## src/rtl/core/cdh_pkg.sv

```systemverilog
// Shared constants, control types and a helper function of the centroid distance histogram.
package cdh_pkg;

    localparam int COORD_W    = 12;
    localparam int MAX_POINTS = 4096;
    localparam int ADDR_W     = 12;
    localparam int CNT_W      = 13;
    localparam int SUM_W      = 24;
    localparam int SQ_W       = 25;
    localparam int DIST_W     = 21;
    localparam int DSUM_W     = 33;
    localparam int NUM_BINS   = 100;
    localparam int BIN_AW     = 7;
    localparam int BCNT_W     = 13;
    localparam int VAL_W      = 15;
    localparam int PROD_W     = 28;
    localparam int FRAC_W     = 16;

    localparam int DVD_W      = 37;
    localparam int DVS_W      = 21;
    localparam int DIV_CNT_W  = 6;

    localparam int RAD_W      = 42;
    localparam int ROOT_W     = 21;
    localparam int SREM_W     = 24;
    localparam int SQRT_CNT_W = 5;

    localparam int BIN_SCALE  = 25600;
    localparam int RATIO_HI   = 194642;
    localparam int RATIO_LO   = 1966;
    localparam int ROUND_OFS  = 196608;

    localparam logic [2:0] DV_CX    = 3'd0;
    localparam logic [2:0] DV_CY    = 3'd1;
    localparam logic [2:0] DV_MEAN  = 3'd2;
    localparam logic [2:0] DV_RATIO = 3'd3;
    localparam logic [2:0] DV_BIN   = 3'd4;

    typedef struct packed {
        logic       load_pt;
        logic       clr_wr;
        logic       idx_clr;
        logic       idx_inc;
        logic       div_start;
        logic [2:0] div_sel;
        logic       ld_cx;
        logic       ld_cy;
        logic       ld_mean;
        logic       xy_rd;
        logic       sq_ld;
        logic       sqrt_start;
        logic       dist_wr;
        logic       dist_rd;
        logic       bin_ld;
        logic       hb_rd;
        logic       hb_inc;
        logic       sel_rd;
        logic       prod_ld;
        logic       out_ld;
        logic       finish;
    } t_cmd;

    typedef struct packed {
        logic idx_last;
        logic idx_clr_end;
        logic div_busy;
        logic sqrt_busy;
        logic mean_zero;
        logic hist_zero;
        logic out_free;
    } t_sts;

    // ratio has 16 fraction bits; bins are 0.03 wide, rounded half up
    function automatic logic [BIN_AW-1:0] bin_of(input logic [DVD_W-1:0] q);
        logic [25:0] v;
        logic [8:0]  t;
        logic [18:0] p;
        v = 26'(q[17:0]) * 26'd200 + 26'(ROUND_OFS);
        t = v[25:17];
        p = 19'(t) * 19'd683;
        if (q >= DVD_W'(RATIO_HI)) begin
            return BIN_AW'(NUM_BINS - 1);
        end else if (q <= DVD_W'(RATIO_LO)) begin
            return '0;
        end else if (p[18:11] > 8'(NUM_BINS - 1)) begin
            return BIN_AW'(NUM_BINS - 1);
        end
        return p[17:11];
    endfunction

endpackage

```

## src/rtl/core/cdh_ctrl.sv

```systemverilog
// Controller state machine sequencing loads, histogram computation and bin reads.
module cdh_ctrl import cdh_pkg::*; (
    input  logic i_clk,
    input  logic i_rst_n,
    input  logic i_valid,
    input  logic i_op,
    input  logic i_last,
    output logic o_ready,
    input  t_sts i_sts,
    output t_cmd o_cmd
);
    localparam logic [4:0] S_IDLE = 5'd0;
    localparam logic [4:0] S_CLR  = 5'd1;
    localparam logic [4:0] S_DVX  = 5'd2;
    localparam logic [4:0] S_WX   = 5'd3;
    localparam logic [4:0] S_DVY  = 5'd4;
    localparam logic [4:0] S_WY   = 5'd5;
    localparam logic [4:0] S_XRD  = 5'd6;
    localparam logic [4:0] S_XSQ  = 5'd7;
    localparam logic [4:0] S_SQS  = 5'd8;
    localparam logic [4:0] S_SQW  = 5'd9;
    localparam logic [4:0] S_DWR  = 5'd10;
    localparam logic [4:0] S_DVM  = 5'd11;
    localparam logic [4:0] S_WM   = 5'd12;
    localparam logic [4:0] S_RRD  = 5'd13;
    localparam logic [4:0] S_RDV  = 5'd14;
    localparam logic [4:0] S_RWT  = 5'd15;
    localparam logic [4:0] S_HRD  = 5'd16;
    localparam logic [4:0] S_HWR  = 5'd17;
    localparam logic [4:0] S_BMU  = 5'd18;
    localparam logic [4:0] S_BDV  = 5'd19;
    localparam logic [4:0] S_BWT  = 5'd20;

    logic [4:0] r_state;
    logic [4:0] n_state;

    always_ff @(posedge i_clk) begin
        if (!i_rst_n) begin
            r_state <= S_IDLE;
        end else begin
            r_state <= n_state;
        end
    end

    always_comb begin
        n_state = r_state;
        o_cmd   = '0;
        o_ready = 1'b0;
        case (r_state)
            S_IDLE: begin
                o_ready = 1'b1;
                if (i_valid) begin
                    if (!i_op) begin
                        o_cmd.load_pt = 1'b1;
                        if (i_last) begin
                            o_cmd.idx_clr = 1'b1;
                            n_state = S_CLR;
                        end
                    end else begin
                        o_cmd.sel_rd = 1'b1;
                        n_state = S_BMU;
                    end
                end
            end
            S_CLR: begin
                o_cmd.clr_wr = 1'b1;
                if (i_sts.idx_clr_end) begin
                    o_cmd.idx_clr = 1'b1;
                    n_state = S_DVX;
                end else begin
                    o_cmd.idx_inc = 1'b1;
                end
            end
            S_DVX: begin
                o_cmd.div_start = 1'b1;
                o_cmd.div_sel   = DV_CX;
                n_state = S_WX;
            end
            S_WX: begin
                if (!i_sts.div_busy) begin
                    o_cmd.ld_cx = 1'b1;
                    n_state = S_DVY;
                end
            end
            S_DVY: begin
                o_cmd.div_start = 1'b1;
                o_cmd.div_sel   = DV_CY;
                n_state = S_WY;
            end
            S_WY: begin
                if (!i_sts.div_busy) begin
                    o_cmd.ld_cy = 1'b1;
                    n_state = S_XRD;
                end
            end
            S_XRD: begin
                o_cmd.xy_rd = 1'b1;
                n_state = S_XSQ;
            end
            S_XSQ: begin
                o_cmd.sq_ld = 1'b1;
                n_state = S_SQS;
            end
            S_SQS: begin
                o_cmd.sqrt_start = 1'b1;
                n_state = S_SQW;
            end
            S_SQW: begin
                if (!i_sts.sqrt_busy) begin
                    n_state = S_DWR;
                end
            end
            S_DWR: begin
                o_cmd.dist_wr = 1'b1;
                if (i_sts.idx_last) begin
                    o_cmd.idx_clr = 1'b1;
                    n_state = S_DVM;
                end else begin
                    o_cmd.idx_inc = 1'b1;
                    n_state = S_XRD;
                end
            end
            S_DVM: begin
                o_cmd.div_start = 1'b1;
                o_cmd.div_sel   = DV_MEAN;
                n_state = S_WM;
            end
            S_WM: begin
                if (!i_sts.div_busy) begin
                    o_cmd.ld_mean = 1'b1;
                    n_state = S_RRD;
                end
            end
            S_RRD: begin
                o_cmd.dist_rd = 1'b1;
                n_state = S_RDV;
            end
            S_RDV: begin
                if (i_sts.mean_zero) begin
                    o_cmd.bin_ld = 1'b1;
                    n_state = S_HRD;
                end else begin
                    o_cmd.div_start = 1'b1;
                    o_cmd.div_sel   = DV_RATIO;
                    n_state = S_RWT;
                end
            end
            S_RWT: begin
                if (!i_sts.div_busy) begin
                    o_cmd.bin_ld = 1'b1;
                    n_state = S_HRD;
                end
            end
            S_HRD: begin
                o_cmd.hb_rd = 1'b1;
                n_state = S_HWR;
            end
            S_HWR: begin
                o_cmd.hb_inc = 1'b1;
                if (i_sts.idx_last) begin
                    o_cmd.finish = 1'b1;
                    n_state = S_IDLE;
                end else begin
                    o_cmd.idx_inc = 1'b1;
                    n_state = S_RRD;
                end
            end
            S_BMU: begin
                o_cmd.prod_ld = 1'b1;
                n_state = S_BDV;
            end
            S_BDV: begin
                if (!i_sts.hist_zero) begin
                    o_cmd.div_start = 1'b1;
                    o_cmd.div_sel   = DV_BIN;
                end
                n_state = S_BWT;
            end
            S_BWT: begin
                if (!i_sts.div_busy && i_sts.out_free) begin
                    o_cmd.out_ld = 1'b1;
                    n_state = S_IDLE;
                end
            end
            default: begin
                n_state = S_IDLE;
            end
        endcase
    end
endmodule

```

## config.mk

```make
export PLATFORM = sky130hd
export DESIGN_NAME = cdh_ctrl
export DESIGN_NICKNAME = d
export VERILOG_FILES = /design/src/rtl/core/cdh_pkg.sv /design/src/rtl/core/cdh_ctrl.sv
export SDC_FILE = /design/constraint.sdc
export NUM_CORES = 1
export LEC_CHECK = 0
export ABC_AREA = 1
export BUFFER_PORTS_ARGS = -buffer_cell sky130_fd_sc_hd__buf_2
export CAP_MARGIN = 20
export CORE_MARGIN = 5
export CORE_UTILIZATION = 46
export CTS_CLUSTER_DIAMETER = 40
export DETAILED_ROUTE_END_ITERATION = 16
export PLACE_DENSITY = 0.79
export SLEW_MARGIN = 20
export SYNTH_ARGS = -nofsm -noshare
export SYNTH_HDL_FRONTEND = slang
export SYNTH_SLANG_ARGS = --single-unit
```

## constraint.sdc

```tcl
create_clock -name i_clk -period 1.83 [get_ports i_clk]
set_input_delay 0.2745 -clock i_clk [delete_from_list [all_inputs] [get_ports i_clk]]
set_output_delay 0.2745 -clock i_clk [all_outputs]
set_load 0.02 [all_outputs]
```

==> out/results.txt <==
status -> complete, no violations
pwr dens -> 1110 nW/µm²
vias in the first global route -> 1000
commonest non-fill, non-tap cell in the layout -> nand2_1
Die Span Y -> 50.8 µm
Seq/Total Area, Yosys -> 0.131
Avg Inst Size Synth -> 5.15 µm²
share of layout cells above drive strength 1 -> 0.428
antenna violations before repair -> 0
P&R area growth vs syn -> 53.2%
finished layout cell area -> 1170 µm²
Synth Flop Type -> dfxtp_1
CTS Root Cell -> clkbuf_4
Initial DRC Count -> 118
Worst-path clk slew -> 0.04 ns
main combinational cell family by area after synthesis -> simple AND/OR/NAND/NOR gates
TritonRoute pass-1 iters -> 6
simple-gate share of the synthesized area -> 0.636
max reg flops -> 5
worst endpoint data arrival time -> 1.53 ns
ANT cells -> 0
Tcrit/Tclk final -> 0.987
DR WL/cell -> 13.3 µm
largest net degree at the start of global routing -> 10
worst hold endpoint -> r_state[1]
Die ar. -> 2580 µm²
actual slew at the worst max-slew pin -> 0.270 ns
Leakage -> 0.713 nW
final worst slack -> 0.0246 ns
GR Overflow Total -> 0
Post-Syn Area -> 767 µm²
Hold Path Cell Cnt -> 3
placed cell area -> 967 µm²
Starting Density -> 0.498
Peak VDD IR -> 0.891 mV
hold_ws -> 0.341 ns
final hold vios -> 0
first-pass GRT wire length -> 4430 µm
Rows -> 14
DRT Wirelength -> 2880 µm
Post-DP HPWL -> 2190 µm
Ys Warns -> 0
Num CTS Buffers -> 3
routability cong. -> 0.928
compound-cell area share of the yosys netlist -> 0.0914
CTS max path bufs -> 2
Setup crit end kind -> output port
H-tree Lvls -> 1
Top reg by flops -> r_state
critical path data required time -> 1.56 ns
nets -> 214
reg-to-reg critical path endpoint -> r_state[2]
Gate Count Post-Synth -> 149
largest stage delay on the critical path -> 0.39 ns
Top Ports -> 36
critical hold path startpoint -> i_rst_n
post-layout min period -> 1.81 ns
worst-path maximum fanout -> 7
crit path buf inv count -> 1
async set-reset flop share out of synthesis -> 0
GRT Util Overall -> 0.210
DR DRC count -> 0
dpl ws -> 0.125 ns
Post-DRT Antenna Nets -> 0
core area -> 1540 µm²
Setup violations, final -> 0
syn nets -> 161
Hold Buf Count CTS -> 0
largest registers -> r_state (5)
post-synthesis mux area share -> 0
Sink Count -> 5
Critical Path, Cell by Cell -> nand2_2, nor2_1, nand2_1, o21ai_0, or3_4, buf_6
Yosys reg bits -> 5
Fmax achieved -> 554 MHz
Slew Limit Headroom -> 0.819
Crit Path Category -> reg -> out
setup TNS -> 0 ns
Slew Viols, Final -> 0
reg2reg start -> r_state[4]
Max Cap Viol -> 0
RSZ-0062 raised after global routing -> yes
Critical Path Source Type -> flop
Post-Synth XOR/XNOR Area -> 0
crit-path leading delay family -> simple AND/OR/NAND/NOR gates
HP Class -> in -> reg
R2R setup slack -> 0.28 ns
Worst Reg-to-Reg Cells -> 10
CTS tree -> built
Worst path slowest cell -> or3_4
total number of vias -> 1186
Final Skew -> 0.00342 ns
worst skew pair latency -> 0.24 ns
most frequent cells in the layout -> 37 x nand2_1, 32 x buf_2, 24 x nor2_1
number of synthesized flops with an enable pin -> 0
Non-Filler Instances -> 217
# placed instances -> 200
port bufs -> 35
Filler cells -> 124
Synth Area in Adders -> 0
Die Wd -> 50.8 µm
Synth cell types -> 23
final core utilization -> 0.762
drt via density -> 5.47
Tot Pwr -> 1.30 mW
[layer usage]
layer / wire [µm] / share of wire / track usage
met1: 1140 / 0.39 / 0.281
met2: 1420 / 0.49 / 0.355
met3: 290 / 0.10 / 0.0203
met4: 31 / 0.011 / 0.0553
met5: 0 / 0 / 0
[how the worst max path moves through the flow]
stage,startpoint,endpoint,cells after the start
after floorplan,r_state[4],o_cmd[18],5
after global routing,r_state[1],o_cmd[18],6
after detailed placement,r_state[4],o_cmd[18],7
final,r_state[1],o_cmd[18],6
after CTS,r_state[4],o_cmd[19],7
after global placement,r_state[2],o_cmd[18],5
[Yosys cell counts (3+ instances only)]
cell type / number / area, µm²
nand2_2: 4 / 25.0
inv_2: 4 / 15.0
dfxtp_1: 5 / 100
inv_1: 19 / 71.3
nand4_1: 3 / 18.8
nor3_1: 4 / 20.0
nand3_1: 16 / 80.1
a21oi_1: 6 / 30.0
nor2_2: 4 / 25.0
nor2_1: 25 / 93.8
nand2_1: 42 / 158
o211ai_1: 3 / 22.5
nor2_4: 3 / 33.8
[logic make-up (layout without fill, tap and decap cells)]
kind of cell    after synthesis  count (layout)
flops                         5               5
compound gates               12              12
buf+inv                      27              79
simple gates                105             105
[worst min-delay path, delay by kind of cell]
family	cells	cell delay, ns
buf+inv	2	0.14
compound gates	1	0.11
[final cells by class]
type / count / area, µm² / share of cell area
flip-flops and latches: 5 / 119 / 0.101
multi-input cells: 117 / 606 / 0.515
well taps: 16 / 20.0 / 0.0170
clock buffers: 4 / 26.3 / 0.0224
inverters: 25 / 101 / 0.0863
repair buffers: 50 / 303 / 0.258
[power by group]
part / internal (mW) / switching (mW)
logic: 0.392 / 0.573
registers: 0.148 / 0.0663
clock network: 0.0821 / 0.0409
[timing repair]
| action | 4_1_cts | 5_1_grt |
|---|---|---|
| pin swaps | 0 | 6 |
| buffers inserted | 0 | 13 |
| setup endpoints to repair | 3 | 4 |
| gates resized for setup | 11 | 18 |
| hold endpoints to repair | 0 | 0 |
Note: power is estimated with default switching activity, not from simulation.
